## src/i2cm_pkg.sv

```systemverilog
// shared types, opcode codes and sequence lengths for the i2c master bit engine
package i2cm_pkg;

  // opcode codes
  localparam logic [2:0] OP_NONE  = 3'd0;
  localparam logic [2:0] OP_START = 3'd1;
  localparam logic [2:0] OP_STOP  = 3'd2;
  localparam logic [2:0] OP_WRITE = 3'd3;
  localparam logic [2:0] OP_READ  = 3'd4;
  localparam logic [2:0] OP_SACK  = 3'd5;
  localparam logic [2:0] OP_RACK  = 3'd6;

  localparam int unsigned IN_DATA_W  = 16;
  localparam int unsigned OUT_DATA_W = 16;
  localparam int unsigned TPA_W      = 16;
  localparam logic [TPA_W-1:0] TPA_RESET = 16'd720;

  // one classified tick item as it sits in the queue
  typedef struct packed {
    logic       is_cmd;
    logic [2:0] opcode;
    logic [7:0] tx_byte;
    logic       ack_level;
    logic       sda_in;
  } item_t;

  // queue status seen by the top level
  typedef struct packed {
    logic valid;
    logic full;
  } queue_status_t;

  // sequencer status seen by the top level
  typedef struct packed {
    logic       busy;
    logic [4:0] action_index;
  } seq_status_t;

  // number of line actions for each command
  function automatic logic [4:0] seq_len(input logic [2:0] op);
    logic [4:0] len;
    case (op)
      OP_START: len = 5'd4;
      OP_STOP:  len = 5'd3;
      OP_WRITE: len = 5'd24;
      OP_READ:  len = 5'd25;
      OP_SACK:  len = 5'd3;
      OP_RACK:  len = 5'd4;
      default:  len = 5'd0;
    endcase
    return len;
  endfunction

endpackage

```

## src/i2cm_front.sv

```systemverilog
// input side: unpacks and classifies tick items and queues them for the sequencer
module i2cm_front #(
  parameter int unsigned QUEUE_DEPTH = 2
) (
  input  logic                               clk_i,
  input  logic                               rst_ni,
  input  logic                               s_axis_tvalid,
  output logic                               s_axis_tready,
  input  logic [i2cm_pkg::IN_DATA_W-1:0]     s_axis_tdata,
  input  logic [2:0]                         s_axis_tuser,
  input  logic                               pop_i,
  output i2cm_pkg::item_t                    item_o,
  output i2cm_pkg::queue_status_t            qstat_o
);

  localparam int unsigned PTR_W = (QUEUE_DEPTH > 1) ? $clog2(QUEUE_DEPTH) : 1;
  localparam int unsigned CNT_W = $clog2(QUEUE_DEPTH + 1);
  localparam logic [PTR_W-1:0] PTR_LAST = PTR_W'(QUEUE_DEPTH - 1);
  localparam logic [CNT_W-1:0] CNT_FULL = CNT_W'(QUEUE_DEPTH);

  i2cm_pkg::item_t   mem_q [QUEUE_DEPTH];
  i2cm_pkg::item_t   item_in;
  logic [PTR_W-1:0]  wr_ptr_q, wr_ptr_d;
  logic [PTR_W-1:0]  rd_ptr_q, rd_ptr_d;
  logic [CNT_W-1:0]  count_q, count_d;
  logic              push;
  logic              pop;

  // classify the incoming item
  always_comb begin
    item_in.opcode    = s_axis_tuser;
    item_in.tx_byte   = s_axis_tdata[7:0];
    item_in.ack_level = s_axis_tdata[8];
    item_in.sda_in    = s_axis_tdata[9];
    item_in.is_cmd    = (s_axis_tuser != i2cm_pkg::OP_NONE) &&
                        (s_axis_tuser <= i2cm_pkg::OP_RACK);
  end

  assign s_axis_tready = (count_q != CNT_FULL);
  assign push          = s_axis_tvalid && s_axis_tready;
  assign pop           = pop_i && (count_q != '0);

  // pointer and fill count update
  always_comb begin
    wr_ptr_d = wr_ptr_q;
    rd_ptr_d = rd_ptr_q;
    count_d  = count_q;
    if (push) begin
      wr_ptr_d = (wr_ptr_q == PTR_LAST) ? '0 : wr_ptr_q + 1'b1;
    end
    if (pop) begin
      rd_ptr_d = (rd_ptr_q == PTR_LAST) ? '0 : rd_ptr_q + 1'b1;
    end
    if (push && !pop) begin
      count_d = count_q + 1'b1;
    end else if (pop && !push) begin
      count_d = count_q - 1'b1;
    end
  end

  always_ff @(posedge clk_i or negedge rst_ni) begin
    if (!rst_ni) begin
      wr_ptr_q <= '0;
      rd_ptr_q <= '0;
      count_q  <= '0;
    end else begin
      wr_ptr_q <= wr_ptr_d;
      rd_ptr_q <= rd_ptr_d;
      count_q  <= count_d;
    end
  end

  // queue storage
  always_ff @(posedge clk_i) begin
    if (push) begin
      mem_q[wr_ptr_q] <= item_in;
    end
  end

  assign item_o        = mem_q[rd_ptr_q];
  assign qstat_o.valid = (count_q != '0);
  assign qstat_o.full  = (count_q == CNT_FULL);

endmodule

```

## src/i2cm_back.sv

```systemverilog
// sequencer: runs the line actions of each command, one tick item per cycle while the output is not stalled
module i2cm_back (
  input  logic                                clk_i,
  input  logic                                rst_ni,
  input  logic [i2cm_pkg::TPA_W-1:0]          tpa_i,
  input  i2cm_pkg::item_t                     item_i,
  input  i2cm_pkg::queue_status_t             qstat_i,
  output logic                                pop_o,
  output i2cm_pkg::seq_status_t               sstat_o,
  output logic                                m_axis_tvalid,
  input  logic                                m_axis_tready,
  output logic [i2cm_pkg::OUT_DATA_W-1:0]     m_axis_tdata
);

  localparam int unsigned TW = i2cm_pkg::TPA_W;

  logic [2:0]    cmd_q, cmd_d;
  logic [4:0]    idx_q, idx_d;
  logic [TW-1:0] tc_q, tc_d;
  logic [1:0]    ph_q, ph_d;
  logic [2:0]    bit_q, bit_d;
  logic [7:0]    shift_q, shift_d;
  logic          ack_q, ack_d;
  logic          scl_q, scl_d;
  logic          sda_q, sda_d;
  logic [7:0]    tx_q, tx_d;
  logic          ackl_q, ackl_d;
  logic          rej;
  logic          done;
  logic [TW:0]   tpa_eff;
  logic          last_tick;
  logic          m_valid_q;
  logic [i2cm_pkg::OUT_DATA_W-1:0] m_data_q;

  // take the next item when the output slot is free or being emptied
  assign pop_o = qstat_i.valid && (!m_valid_q || m_axis_tready);

  assign tpa_eff = (tpa_i == '0) ? (TW+1)'(1) : {1'b0, tpa_i};

  // one tick of the sequencer
  always_comb begin
    cmd_d     = cmd_q;
    idx_d     = idx_q;
    tc_d      = tc_q;
    ph_d      = ph_q;
    bit_d     = bit_q;
    shift_d   = shift_q;
    ack_d     = ack_q;
    scl_d     = scl_q;
    sda_d     = sda_q;
    tx_d      = tx_q;
    ackl_d    = ackl_q;
    rej       = 1'b0;
    done      = 1'b0;
    last_tick = 1'b0;

    // command acceptance or rejection
    if (cmd_q != i2cm_pkg::OP_NONE) begin
      rej = item_i.is_cmd;
    end else if (item_i.is_cmd) begin
      cmd_d = item_i.opcode;
      idx_d = '0;
      tc_d  = '0;
      ph_d  = '0;
      bit_d = '0;
      if (item_i.opcode == i2cm_pkg::OP_WRITE) tx_d = item_i.tx_byte;
      if (item_i.opcode == i2cm_pkg::OP_SACK) ackl_d = item_i.ack_level;
      if (item_i.opcode == i2cm_pkg::OP_READ) shift_d = '0;
    end

    if (cmd_d != i2cm_pkg::OP_NONE) begin
      // line action on the first tick of each action
      if (tc_d == '0) begin
        case (cmd_d)
          i2cm_pkg::OP_START: begin
            if (idx_d == 5'd0) sda_d = 1'b1;
            else if (idx_d == 5'd1) scl_d = 1'b1;
            else if (idx_d == 5'd2) sda_d = 1'b0;
            else scl_d = 1'b0;
          end
          i2cm_pkg::OP_STOP: begin
            if (idx_d == 5'd0) sda_d = 1'b0;
            else if (idx_d == 5'd1) scl_d = 1'b1;
            else sda_d = 1'b1;
          end
          i2cm_pkg::OP_WRITE: begin
            if (ph_d == 2'd0) sda_d = tx_d[3'd7 - bit_d];
            else if (ph_d == 2'd1) scl_d = 1'b1;
            else scl_d = 1'b0;
          end
          i2cm_pkg::OP_READ: begin
            if (idx_d == 5'd0) begin
              sda_d = 1'b1;
            end else if (ph_d == 2'd0) begin
              scl_d = 1'b1;
            end else if (ph_d == 2'd1) begin
              if (item_i.sda_in) shift_d[3'd7 - bit_d] = 1'b1;
            end else begin
              scl_d = 1'b0;
            end
          end
          i2cm_pkg::OP_SACK: begin
            if (idx_d == 5'd0) sda_d = ackl_d;
            else if (idx_d == 5'd1) scl_d = 1'b1;
            else scl_d = 1'b0;
          end
          i2cm_pkg::OP_RACK: begin
            if (idx_d == 5'd0) sda_d = 1'b1;
            else if (idx_d == 5'd1) scl_d = 1'b1;
            else if (idx_d == 5'd2) ack_d = item_i.sda_in;
            else scl_d = 1'b0;
          end
          default: begin
          end
        endcase
      end

      // tick count and action advance
      last_tick = (({1'b0, tc_d} + (TW+1)'(1)) >= tpa_eff);
      if (last_tick) begin
        tc_d = '0;
        if (!((cmd_d == i2cm_pkg::OP_READ) && (idx_d == 5'd0))) begin
          if (ph_d == 2'd2) begin
            ph_d  = '0;
            bit_d = bit_d + 1'b1;
          end else begin
            ph_d = ph_d + 1'b1;
          end
        end
        idx_d = idx_d + 1'b1;
        if (idx_d >= i2cm_pkg::seq_len(cmd_d)) begin
          cmd_d = i2cm_pkg::OP_NONE;
          idx_d = '0;
          done  = 1'b1;
        end
      end else begin
        tc_d = tc_d + 1'b1;
      end
    end
  end

  // sequencer state
  always_ff @(posedge clk_i or negedge rst_ni) begin
    if (!rst_ni) begin
      cmd_q   <= i2cm_pkg::OP_NONE;
      idx_q   <= '0;
      tc_q    <= '0;
      ph_q    <= '0;
      bit_q   <= '0;
      shift_q <= '0;
      ack_q   <= 1'b1;
      scl_q   <= 1'b1;
      sda_q   <= 1'b1;
      tx_q    <= '0;
      ackl_q  <= 1'b0;
    end else if (pop_o) begin
      cmd_q   <= cmd_d;
      idx_q   <= idx_d;
      tc_q    <= tc_d;
      ph_q    <= ph_d;
      bit_q   <= bit_d;
      shift_q <= shift_d;
      ack_q   <= ack_d;
      scl_q   <= scl_d;
      sda_q   <= sda_d;
      tx_q    <= tx_d;
      ackl_q  <= ackl_d;
    end
  end

  // output item register
  always_ff @(posedge clk_i or negedge rst_ni) begin
    if (!rst_ni) begin
      m_valid_q <= 1'b0;
    end else if (pop_o) begin
      m_valid_q <= 1'b1;
    end else if (m_axis_tready) begin
      m_valid_q <= 1'b0;
    end
  end

  always_ff @(posedge clk_i) begin
    if (pop_o) begin
      m_data_q <= {2'b00, rej, ack_d, shift_d, done,
                   (cmd_d != i2cm_pkg::OP_NONE), sda_d, scl_d};
    end
  end

  assign m_axis_tvalid        = m_valid_q;
  assign m_axis_tdata         = m_data_q;
  assign sstat_o.busy         = (cmd_q != i2cm_pkg::OP_NONE);
  assign sstat_o.action_index = idx_q;

endmodule

```

## src/i2c_master_bit_engine.sv

```systemverilog
// top level of the i2c master bit engine: register, tick queue and sequencer
//
// usage: every item on the slave stream is one tick of the bus timing base and
// may carry a command (start, stop, write byte, read byte, send ack, receive
// ack). each accepted item yields exactly one result item on the master stream
// with the scl/sda drives, busy, done, the received byte and ack, and a flag
// for a command that arrived while a command was still running (ignored).
// each line action lasts ticks_per_action ticks, set through cfg_we_i and
// cfg_wdata_i while the engine is idle; zero acts as one.
// a result passes two registers on its way: the item is written into the queue and
// then into the output item register. throughput: one item per cycle while the
// receiver takes results, set by the sequencer, which updates its state once per item.
// the small queue between the input side and the sequencer keeps s_axis_tready
// high while a result waits to be taken; when the receiver holds m_axis_tready
// low the queue fills and s_axis_tready drops once it is full.
// reset: queue empty, no command active, lines released, rx_ack reads one,
// rx_byte zero, ticks_per_action 720.
module i2c_master_bit_engine #(
  parameter int unsigned QUEUE_DEPTH = 2
) (
  input  logic        clk_i,
  input  logic        rst_ni,
  input  logic        cfg_we_i,
  input  logic [15:0] cfg_wdata_i,      // ticks_per_action
  input  logic        s_axis_tvalid,
  output logic        s_axis_tready,
  input  logic [15:0] s_axis_tdata,     // tx_byte[7:0], ack_level[8], sda_in[9]
  input  logic [2:0]  s_axis_tuser,     // opcode[2:0]
  output logic        m_axis_tvalid,
  input  logic        m_axis_tready,
  output logic [15:0] m_axis_tdata      // scl_out[0], sda_out[1], busy_res[2], done_res[3],
                                        // rx_byte[11:4], rx_ack[12], rejected[13]
);

  logic [i2cm_pkg::TPA_W-1:0] tpa_q;
  i2cm_pkg::item_t            item;
  i2cm_pkg::queue_status_t    qstat;
  i2cm_pkg::seq_status_t      sstat;
  logic                       pop;

  // action length register
  always_ff @(posedge clk_i or negedge rst_ni) begin
    if (!rst_ni) begin
      tpa_q <= i2cm_pkg::TPA_RESET;
    end else if (cfg_we_i) begin
      tpa_q <= cfg_wdata_i;
    end
  end

  i2cm_front #(
    .QUEUE_DEPTH (QUEUE_DEPTH)
  ) u_front (
    .clk_i         (clk_i),
    .rst_ni        (rst_ni),
    .s_axis_tvalid (s_axis_tvalid),
    .s_axis_tready (s_axis_tready),
    .s_axis_tdata  (s_axis_tdata),
    .s_axis_tuser  (s_axis_tuser),
    .pop_i         (pop),
    .item_o        (item),
    .qstat_o       (qstat)
  );

  i2cm_back u_back (
    .clk_i         (clk_i),
    .rst_ni        (rst_ni),
    .tpa_i         (tpa_q),
    .item_i        (item),
    .qstat_i       (qstat),
    .pop_o         (pop),
    .sstat_o       (sstat),
    .m_axis_tvalid (m_axis_tvalid),
    .m_axis_tready (m_axis_tready),
    .m_axis_tdata  (m_axis_tdata)
  );

  // a finished command never reports busy in the same item
  assert property (@(posedge clk_i) disable iff (!rst_ni)
    m_axis_tvalid && m_axis_tdata[3] |-> !m_axis_tdata[2])
    else $error("done and busy set in the same result item");

  // the input side only stalls when the queue is full
  assert property (@(posedge clk_i) disable iff (!rst_ni)
    !s_axis_tready |-> qstat.full && qstat.valid)
    else $error("input stalled with room in the queue");

  // an idle sequencer sits at the first action
  assert property (@(posedge clk_i) disable iff (!rst_ni)
    !sstat.busy |-> sstat.action_index == 5'd0)
    else $error("idle sequencer with a nonzero action index");

  // a result is produced only after an item was taken from the queue
  assert property (@(posedge clk_i) disable iff (!rst_ni)
    $rose(m_axis_tvalid) |-> $past(pop))
    else $error("result item without a queued tick item");

endmodule

```

## config.mk

```make
export PLATFORM = sky130hd
export DESIGN_NAME = i2c_master_bit_engine
export DESIGN_NICKNAME = d
export VERILOG_FILES = /design/src/i2cm_pkg.sv /design/src/i2cm_front.sv /design/src/i2cm_back.sv /design/src/i2c_master_bit_engine.sv
export SDC_FILE = /design/constraint.sdc
export NUM_CORES = 1
export LEC_CHECK = 0
export ABC_AREA = 1
export ABC_CLOCK_PERIOD_IN_PS = 7350
export BUFFER_PORTS_ARGS = -buffer_cell sky130_fd_sc_hd__buf_2
export CORE_ASPECT_RATIO = 0.5
export CORE_UTILIZATION = 60
export CTS_BUF_LIST = sky130_fd_sc_hd__clkbuf_16
export DETAILED_ROUTE_END_ITERATION = 10
export GPL_TIMING_DRIVEN = 0
export PLACE_DENSITY = 0.89
export SLEW_MARGIN = 20
export SYNTH_ARGS = -nofsm -noshare
export SYNTH_HDL_FRONTEND = slang
export SYNTH_SLANG_ARGS = --single-unit
```

## constraint.sdc

```tcl
create_clock -name clk_i -period 7.35 [get_ports clk_i]
set_input_delay 0.3675 -clock clk_i [delete_from_list [all_inputs] [get_ports clk_i]]
set_output_delay 0.3675 -clock clk_i [all_outputs]
set_load 0.01 [all_outputs]
```

==> flow_summary.toml, run 1 <==
[global_routing]
gr-total-overflow = 0
grtUsageTotal_pct = 30.3
grt_pass1_wl_mm = 27.8
antenna_found_initial = 0
first_global_vias = 5743
grt_max_degree = 38

[setup_path]
start_kind = "register"
path_max_fanout = 10
cp-end-kind = "register"
crit_family = "simple AND/OR/NAND/NOR gates"
cp.arrival_ns = 4.78
crit_type = "reg -> reg"
path_buf_inv = 4
path_cells = "buf_6 -> inv_4 -> nand2_1 -> nand2_2 -> nor2_2 -> buf_6 -> nor2_4 -> ha_1 -> inv_1 -> nor3_4 -> nand3_2 -> nor2_1 -> xor2_1 -> ha_1 -> nand2_1 -> nor2_1 -> a31oi_1 -> nand3_2 -> nand2_4 -> nand2_1 -> a21oi_1 -> nand2_1 -> nand2_1"
slowest_stage = "a31oi_1"
critical_path.max_stage_delay_ns = 0.40
cp.required_ns = 7.65
path_common_cell = "nand2_1"

[layout]
drive_gt1_share_pct = 15.5
final_common_cell = "nand2_1"
area_growth_pct = 11.0
fin_nets = 981
final_cell_mix = "242 x nand2_1, 98 x inv_1, 75 x nor2_1"
antennaDiodeCount = 0
fillers = 853

[place]
port_buffers = 49
dp_hpwl_mm = 12.3
place_ws_ns = 3.08
gp_congestion = 0.970

[clock_tree]
clock_sinks = 112
clk_pin_slew_worst_paths_ns = 0.08
cts_root_buf = "clkbuf_16"
post_cts_buffers = 0
cts_htree_levels = 3
cts_tree = "yes"
cts_buffer_depth = 2
cts_buffers = 9
clock_latency_ns = 0.36

[synth]
avgSynthCellArea_sq_um = 8.00
synth.area.top_cells = "dfrtp_1 23%, edfxtp_1 19%, nand2_1 13%"
synthCells = 849
netlist_area_sq_um = 6800
synth_edf_count = 42
ys_ff_latch = 112
async_flop_share_pct = 62.5
synth_top_cell_by_area = "dfrtp_1"
yosysSeqAreaShare_pct = 44.5
netlist.area_leader.share_pct = 23.2
synthFlopType = "dfrtp_1"
yosys_warnings = 0
synth_cell_types = 49

[power_and_ir_drop]
seqPwrFrac_pct = 29.6
power_density_nw_per_um2 = 436
switching_share_pct = 48.9
clkPwrFrac_pct = 14.5
p_int_mw = 1.68
power.leakage_nw = 3.74
pwr-share-comb_pct = 56.0
peakVddDrop_mv = 0.189
p_switching_mw = 1.61

[drt]
wl_per_cell_um = 15.5
viasPerCell = 5.67
drc_errors = 0
first_pass_iters = 8
ant_nets = 0
vias = 6023
wl_mm = 16.5
drt_iter0_markers = 717

[sta]
fmax_mhz = 223
fin_crit_sh_pct = 60.9
setup_viol = 0
fin_tns_setup_ns = 0
finalHoldViolCount = 0
slew_headroom_pct = 44.8
timing.final.ws_setup_ns = 2.87
worstMarginPinSlew_ns = 0.827
drv_slew = 0
post-route-min-period_ns = 4.48
rsz0062_at_grt = "no"
fin_worst_skew_ns = 0.0106

[floorplan]
die_w_um = 153
ios = 58
core_area_sq_um = 11000
die_area_sq_um = 11800
initial_utilization_pct = 61.7
die_y_um = 77.3
fp-row-count = 27

[run]
cap_viol_max_count = 0

[worst_hold_path]
hold_path.class = "in -> reg"

[run_status]
status = "finished, final reports clean"
## kinds of logic (layout without fill, tap and decap cells)
logic type      after synthesis  after routing  synth area share (%)
mux                           5              5                 0.737
buf+inv                     136            203                  8.34
flops                       112            112                  44.5
other cells                   1              2                0.0552
compound gates              105            105                  8.86
fa+ha+maj                    29             29                  5.34
xor+xnor                     19             19                  2.45
simple gates                442            442                  29.8
## cell usage after synthesis, types with 2 or more instances
cell and instances:
ha_1 29, o21ai_0 39, dfrtp_1 63, buf_4 3
o211ai_1 5, inv_2 12, clkbuf_1 12, a21boi_1 2
nand2_4 5, nand4_1 18, o22ai_1 2, nor2_2 7
buf_2 4, nand2_2 10, nor2_4 3, a31oi_1 21
xnor2_1 2, nor3_1 4, nand3_2 4, nor2_1 77
mux2i_1 5, nand2_1 242, edfxtp_1 42, buf_6 5
inv_1 98, o21ai_2 4, nand3b_1 2, xor2_1 17
nor3_4 2, a21oi_1 21, o21ai_1 6, nand3_1 60
dfstp_2 7
## flip-flops by register name (all words and copies together) (netlist names), 3 cells and up
signal               count
u_back.tx_q              8
u_back.m_axis_tdata     14
u_back.bit_q             3
u_back.cmd_q             3
u_back.idx_q             5
tpa_q                   16
u_back.tc_q             16
u_back.shift_q           8
u_front.mem_q           28
## worst reg2reg max path, stage by stage (launching register included)
cell and delay, ns:
dfrtp_1 0.38, buf_6 0.14, inv_4 0.05, nand2_1 0.05, nand2_2 0.16, nor2_2 0.07, buf_6 0.17, nor2_4 0.18
ha_1 0.23, inv_1 0.09, nor3_4 0.33, nand3_2 0.17, nor2_1 0.14, xor2_1 0.36, ha_1 0.32, nand2_1 0.10
nor2_1 0.06, a31oi_1 0.40, nand3_2 0.28, nand2_4 0.22, nand2_1 0.17, a21oi_1 0.19, nand2_1 0.08, nand2_1 0.07
## power by group through the flow
stage	combinational [mW]	clock, mW	sequential, mW
floorplan	1.31	0	0.981
global placement	1.72	0	0.972
detailed placement	1.79	0	0.980
CTS	1.81	0.475	0.969
global route	2.06	0.499	0.992
finish	1.84	0.475	0.971
## cell type report
cell class | instances | area (sq um) | share of cell area, %
Multi-Input combinational cell | 602 | 3220 | 42.6
Clock buffer | 9 | 225 | 2.99
Tap cell | 145 | 181 | 2.41
Timing Repair Buffer | 51 | 278 | 3.68
Inverter | 112 | 423 | 5.61
Buffer | 24 | 144 | 1.91
Clock inverter | 7 | 52.6 | 0.697
Sequential cell | 112 | 3020 | 40.1
## through the flow
step | cells | utilization, % | instance area (sq um) | hold slack [ns] | power (mW)
2_1_floorplan | 850 | - | 6800 | 0.0719 | 2.30
3_3_place_gp | 1044 | 65.6 | 7230 | 0.459 | 2.69
3_5_place_dp | 1045 | 65.8 | 7250 | 0.375 | 2.77
4_1_cts | 1062 | 68.5 | 7540 | 0.193 | 3.25
5_1_grt | 1062 | 68.5 | 7540 | 0.193 | 3.55
6_report | 1062 | 68.5 | 7540 | 0.197 | 3.28
## per-layer routing
layer	track usage [%]	vias up	part of all wire, %	wire length (um)
met1	40.7	2811	44	7250
met4	11.1	0	2.4	403
met5	0	-	0	0
met3	6.50	42	8.6	1420
li1	-	2895	-	-
met2	48.8	275	45	7390
## timing repair
| item | CTS | global route |
|---|---|---|
| endpoints found under the hold margin | 3 | 0 |
| resized for setup | 0 | 0 |
| hold buffers | 1 | 0 |
## final timing paths
path	slack (ns)	endpoint	startpoint	cells after the start
max in group asynchronous	6.20	tpa_q[9]	rst_ni	3
min reg2reg	0.48	u_front.count_q[0]	u_front.count_q[0]	1
max	2.87	u_back.tc_q[15]	u_front.rd_ptr_q	23
max reg2reg	2.87	u_back.tc_q[15]	u_front.rd_ptr_q	23
min in group asynchronous	0.52	u_back.idx_q[0]	rst_ni	2
min	0.20	u_front.mem_q[0][4]	s_axis_tdata[2]	1
(Power assumes the default switching activity.)
==> run 2, diff against run 1 <==
Settings changed: ABC_CLOCK_PERIOD_IN_PS 7350 to 4200.
Clock period 7.35 ns to 4.2 ns, I/O delays scaled along.
==> flow_summary.toml, run 2 (synthesized netlist as in run 1, its figures left out) <==
[power_and_ir_drop]
peakVddDrop_mv = 0.332
power.leakage_nw = 3.79
p_total_mw = 5.91
power_density_nw_per_um2 = 768

[floorplan]
core_area_sq_um = 11000
die_w_um = 153
fp-row-count = 27
initial_utilization_pct = 61.7
ios = 58
die_area_sq_um = 11800
die_y_um = 77.3

[place]
gp_congestion = 0.970
dp_hpwl_mm = 12.3
placedCellCount = 1045
place_ws_ns = -0.0703
port_buffers = 49

[setup_path]
r2r_end = "u_back.tc_q[9]"
reg2reg_slack_ns = 0.15
crit_type = "reg -> reg"
cp.required_ns = 4.48
r2r_start = "u_front.rd_ptr_q"
path_max_fanout = 10
cp.arrival_ns = 4.33
cp-end-kind = "register"
reg2reg_depth = 25
start_kind = "register"

[global_routing]
first_global_vias = 5739
gr-total-overflow = 0
grt_pass1_wl_mm = 27.9
grtUsageTotal_pct = 30.4
grt_max_degree = 38
antenna_found_initial = 0

[sta]
finalHoldViolCount = 0
slew_headroom_pct = 40.7
fin_worst_skew_ns = 0.0114
drv_slew = 0
worstMarginPinSlew_ns = 0.890
post-route-min-period_ns = 4.05
setup_viol = 0
fin_tns_setup_ns = 0
fin_crit_sh_pct = 96.5
fmax_mhz = 247
timing.final.ws_setup_ns = 0.148

[layout]
final_util_pct = 69.8
regMostFlops = "u_front.mem_q"
final_common_cell = "nand2_1"
final_cell_mix = "239 x nand2_1, 98 x inv_1, 69 x nor2_1"
area_growth_pct = 13.1
reg.largest.list = "u_front.mem_q: 28 flops, tpa_q: 16 flops, u_back.tc_q: 16 flops"
drive_gt1_share_pct = 17.6
largest_register_ffs = 28
instances_no_fill = 1068
fin_nets = 987
antennaDiodeCount = 0

[drt]
viasPerCell = 5.73
ant_nets = 0
drc_errors = 0
wl_per_cell_um = 15.8
wl_mm = 16.9
first_pass_iters = 8
drt_iter0_markers = 630
vias = 6116

[run]
cap_viol_max_count = 0

[worst_hold_path]
holdPathStages = 1
hold_path.class = "in -> reg"
min_to = "u_front.mem_q[0][4]"
hold_path_startpoint = "s_axis_tdata[2]"

[clock_tree]
clock_sinks = 112
clk_pin_slew_worst_paths_ns = 0.08
clock_latency_ns = 0.36
cts_htree_levels = 3
cts_root_buf = "clkbuf_16"
cts_tree = "yes"
cts_buffer_depth = 2
cts_buffers = 9

[run_status]
status = "finished, final reports clean"
run 2: cell types whose count changed in the layout (fill, tap and decap cells not counted), moves of 2 or more:
cell / delta
nor2_2: +4
buf_4: +5
nand2_1: -3
nor2_4: +2
xor2_2: +3
nor2_1: -6
xor2_1: -3
run 2: worst max path at each step:
| stage | startpoint | depth (start not counted) | slack (ns) | to |
|---|---|---|---|---|
| 2_1_floorplan | u_front.rd_ptr_q | 28 | 0.79 | u_back.tc_q[1] |
| 3_3_place_gp | u_front.rd_ptr_q | 22 | 0.09 | u_back.tc_q[1] |
| 3_5_place_dp | u_front.rd_ptr_q | 22 | -0.07 | u_back.tc_q[9] |
| 4_1_cts | u_front.rd_ptr_q | 29 | 0.05 | u_back.tc_q[15] |
| 5_1_grt | u_front.rd_ptr_q | 27 | -0.05 | u_back.tc_q[4] |
| 6_report | u_front.rd_ptr_q | 25 | 0.15 | u_back.tc_q[9] |
run 2: critical path, stage by stage (launching register included):
cell,delay [ns]
dfrtp_1,0.38
buf_6,0.14
inv_4,0.05
nand2_1,0.08
nand2_4,0.13
nor2_2,0.06
buf_6,0.17
nor2_4,0.18
ha_2,0.23
inv_1,0.07
nor3_4,0.32
nand3_2,0.18
xor2_2,0.21
ha_1,0.34
nand4_1,0.19
nor2_4,0.05
a21oi_1,0.13
nand2_1,0.06
nand2_1,0.05
nand2_1,0.08
nand2_4,0.11
nand3_4,0.17
nor2_4,0.20
buf_6,0.17
a21oi_1,0.07
nor2_1,0.15
run 2: area by class of cell:
type                    instances  area [sq um]
clock buffers                   9           225
flip-flops and latches        112          3020
multi-input cells             602          3310
plain buffers                  24           148
inverters                     112           423
fillers                       822          3320
clock inverters                 7          52.6
well taps                     145           181
repair buffers                 57           323
run 2: stage by stage:
stage	hold slack (ns)	instance area (sq um)
final	0.0408	7690
after global placement	0.397	7230
after global routing	0.0354	7690
after detailed placement	0.218	7250
after floorplan	-0.0856	6800
after CTS	0.0359	7560
run 2: power breakdown:
| part | switching, mW | internal (mW) | total, mW |
|---|---|---|---|
| clock network | 0.419 | 0.411 | 0.829 |
| logic | 2.31 | 1.07 | 3.38 |
| registers | 0.178 | 1.52 | 1.70 |
run 2: layer usage:
layer | vias up | GRT usage [%] | part of all wire [%]
met5 | - | 0 | 0
met4 | 0 | 11.3 | 2.9
met3 | 49 | 6.84 | 9.2
met2 | 325 | 49.1 | 45
met1 | 2836 | 40.5 | 43
li1 | 2906 | - | -
run 2: timing repair:
item,4_1_cts,5_1_grt
pin swaps,1,7
hold buffers,1,0
setup endpoints to repair,12,31
gates resized for setup,3,19
hold endpoints to repair,32,0
setup buffers,0,6
==> run 3, diff against run 2 <==
Settings changed: CORE_UTILIZATION 60 to 50, PLACE_DENSITY 0.89 to 0.78, SETUP_SLACK_MARGIN from default to 0.3.
==> flow_summary.toml, run 3 (synthesized netlist as in run 1, its figures left out) <==
[power_and_ir_drop]
power_density_nw_per_um2 = 777
power.leakage_nw = 3.89
peakVddDrop_mv = 0.300

[layout]
final_util_pct = 61.7
reg.largest.list = "u_front.mem_q: 28 flops, tpa_q: 16 flops, u_back.tc_q: 16 flops"
final_cell_mix = "235 x nand2_1, 96 x inv_1, 67 x nor2_1"
regMostFlops = "u_front.mem_q"
drive_gt1_share_pct = 20.5
antennaDiodeCount = 0
area_growth_pct = 17.6
largest_register_ffs = 28
fin_nets = 1001
final_common_cell = "nand2_1"
fillers = 1101

[run]
cap_viol_max_count = 0

[place]
port_buffers = 49
dp_hpwl_mm = 12.4
gp_congestion = 0.919

[clock_tree]
cts_buffer_depth = 2
clock_latency_ns = 0.37
cts_buffers = 9
clk_pin_slew_worst_paths_ns = 0.08
clock_sinks = 112
cts_root_buf = "clkbuf_16"
cts_htree_levels = 3
cts_tree = "yes"

[sta]
rsz0062_at_grt = "no"
fin_tns_setup_ns = 0
slew_headroom_pct = 39.1
finalHoldViolCount = 0
drv_slew = 0
fin_crit_sh_pct = 89.1
setup_viol = 0
worstMarginPinSlew_ns = 0.914
fmax_mhz = 267
fin_worst_skew_ns = 0.0116
post-route-min-period_ns = 3.74

[setup_path]
cp-end-kind = "register"
start_kind = "register"
crit_type = "reg -> reg"
critical_path.max_stage_delay_ns = 0.39
cp.arrival_ns = 4.03
path_max_fanout = 10
path_cells = "inv_2 -> nand2_1 -> nor2_4 -> nand2_8 -> buf_6 -> nand2_1 -> inv_2 -> nand2_1 -> inv_1 -> nand3_1 -> xor2_1 -> ha_1 -> nand4_1 -> nor2_4 -> a21oi_1 -> nand2_1 -> nand2_1 -> nand2_2 -> nand2_4 -> nand3_4 -> nor2_4 -> buf_4 -> nand2_1 -> a31oi_1"
crit_family = "simple AND/OR/NAND/NOR gates"
cp.required_ns = 4.49
path_common_cell = "nand2_1"
slowest_stage = "dfrtp_1"
path_buf_inv = 5

[global_routing]
gr-total-overflow = 0
first_global_vias = 5726
grt_max_degree = 55
antenna_found_initial = 0
grt_pass1_wl_mm = 27.9
grtUsageTotal_pct = 25.4

[drt]
wl_mm = 17.6
drc_errors = 0
first_pass_iters = 6
viasPerCell = 5.50
ant_nets = 0
drt_iter0_markers = 635
wl_per_cell_um = 15.9
vias = 6093

[floorplan]
fp-row-count = 29
die_y_um = 84.4
die_area_sq_um = 14100
initial_utilization_pct = 52.5
die_w_um = 167
ios = 58
core_area_sq_um = 13000

[worst_hold_path]
hold_path.class = "in -> reg"

[run_status]
status = "finished, final reports clean"
## run 3: cell types whose count changed in the layout (fill, tap and decap cells not counted), moves of 2 or more
cell and change:
buf_4 +13, nand2_1 -4, nand2_2 +4, ha_4 +3
ha_1 -2, inv_1 -2, nand3_1 -2, nor2_1 -2
nor2_4 +2, xor2_1 -2
## run 3: what timing repair did
action,CTS,global route
endpoints found under the setup margin,29,31
cloned,0,1
setup buffers,1,18
pin swaps,1,18
endpoints found under the hold margin,16,0
hold buffers,1,0
resized for setup,8,37
## run 3: per-layer routing
layer / global-route usage (%) / vias up / routed length, um
met1: 35.1 / 2873 / 7970
met4: 6.31 / 0 / 265
met5: 0 / - / 0
met3: 5.04 / 32 / 1400
met2: 41.2 / 251 / 7920
li1: - / 2937 / -
## run 3: path summary, 6_finish.rpt
check | from | endpoint | slack (ns) | cells past startpoint
max | u_back.cmd_q[0] | u_back.tc_q[6] | 0.46 | 24
min | m_axis_tready | u_back.m_axis_tvalid | 0.03 | 2
max reg2reg | u_back.cmd_q[0] | u_back.tc_q[6] | 0.46 | 24
min reg2reg | u_front.count_q[0] | u_front.count_q[0] | 0.48 | 1
max in group asynchronous | rst_ni | tpa_q[4] | 3.31 | 3
min in group asynchronous | rst_ni | u_back.cmd_q[0] | 0.27 | 2
## run 3: area by class of cell
type | instances | area [sq um] | area share, %
Multi-Input combinational cell | 602 | 3430 | 42.9
Clock buffer | 9 | 225 | 2.82
Inverter | 112 | 423 | 5.29
Tap cell | 170 | 213 | 2.66
Sequential cell | 112 | 3020 | 37.8
Buffer | 24 | 148 | 1.85
Clock inverter | 7 | 95.1 | 1.19
Timing Repair Buffer | 71 | 439 | 5.49
## run 3: power by group
group	switching [mW]	total, mW	internal, mW	leakage [nW]
combinational	2.39	3.58	1.20	2.52
clock	0.446	0.928	0.482	0.157
sequential	0.181	1.70	1.52	1.21
total	3.01	6.21	3.20	3.89
## run 3: metrics by stage
step	area (sq um)	total power, mW	hold slack, ns	instances	worst slack (ns)
final	7990	6.21	0.0289	1107	0.460
after global routing	7990	6.67	0.0254	1107	0.228
after CTS	7670	5.84	0.0275	1088	0.301
after detailed placement	7290	4.87	0.114	1070	-0.0322
after global placement	7260	4.75	0.397	1069	0.0336
after floorplan	6800	4.02	-0.0856	850	0.790
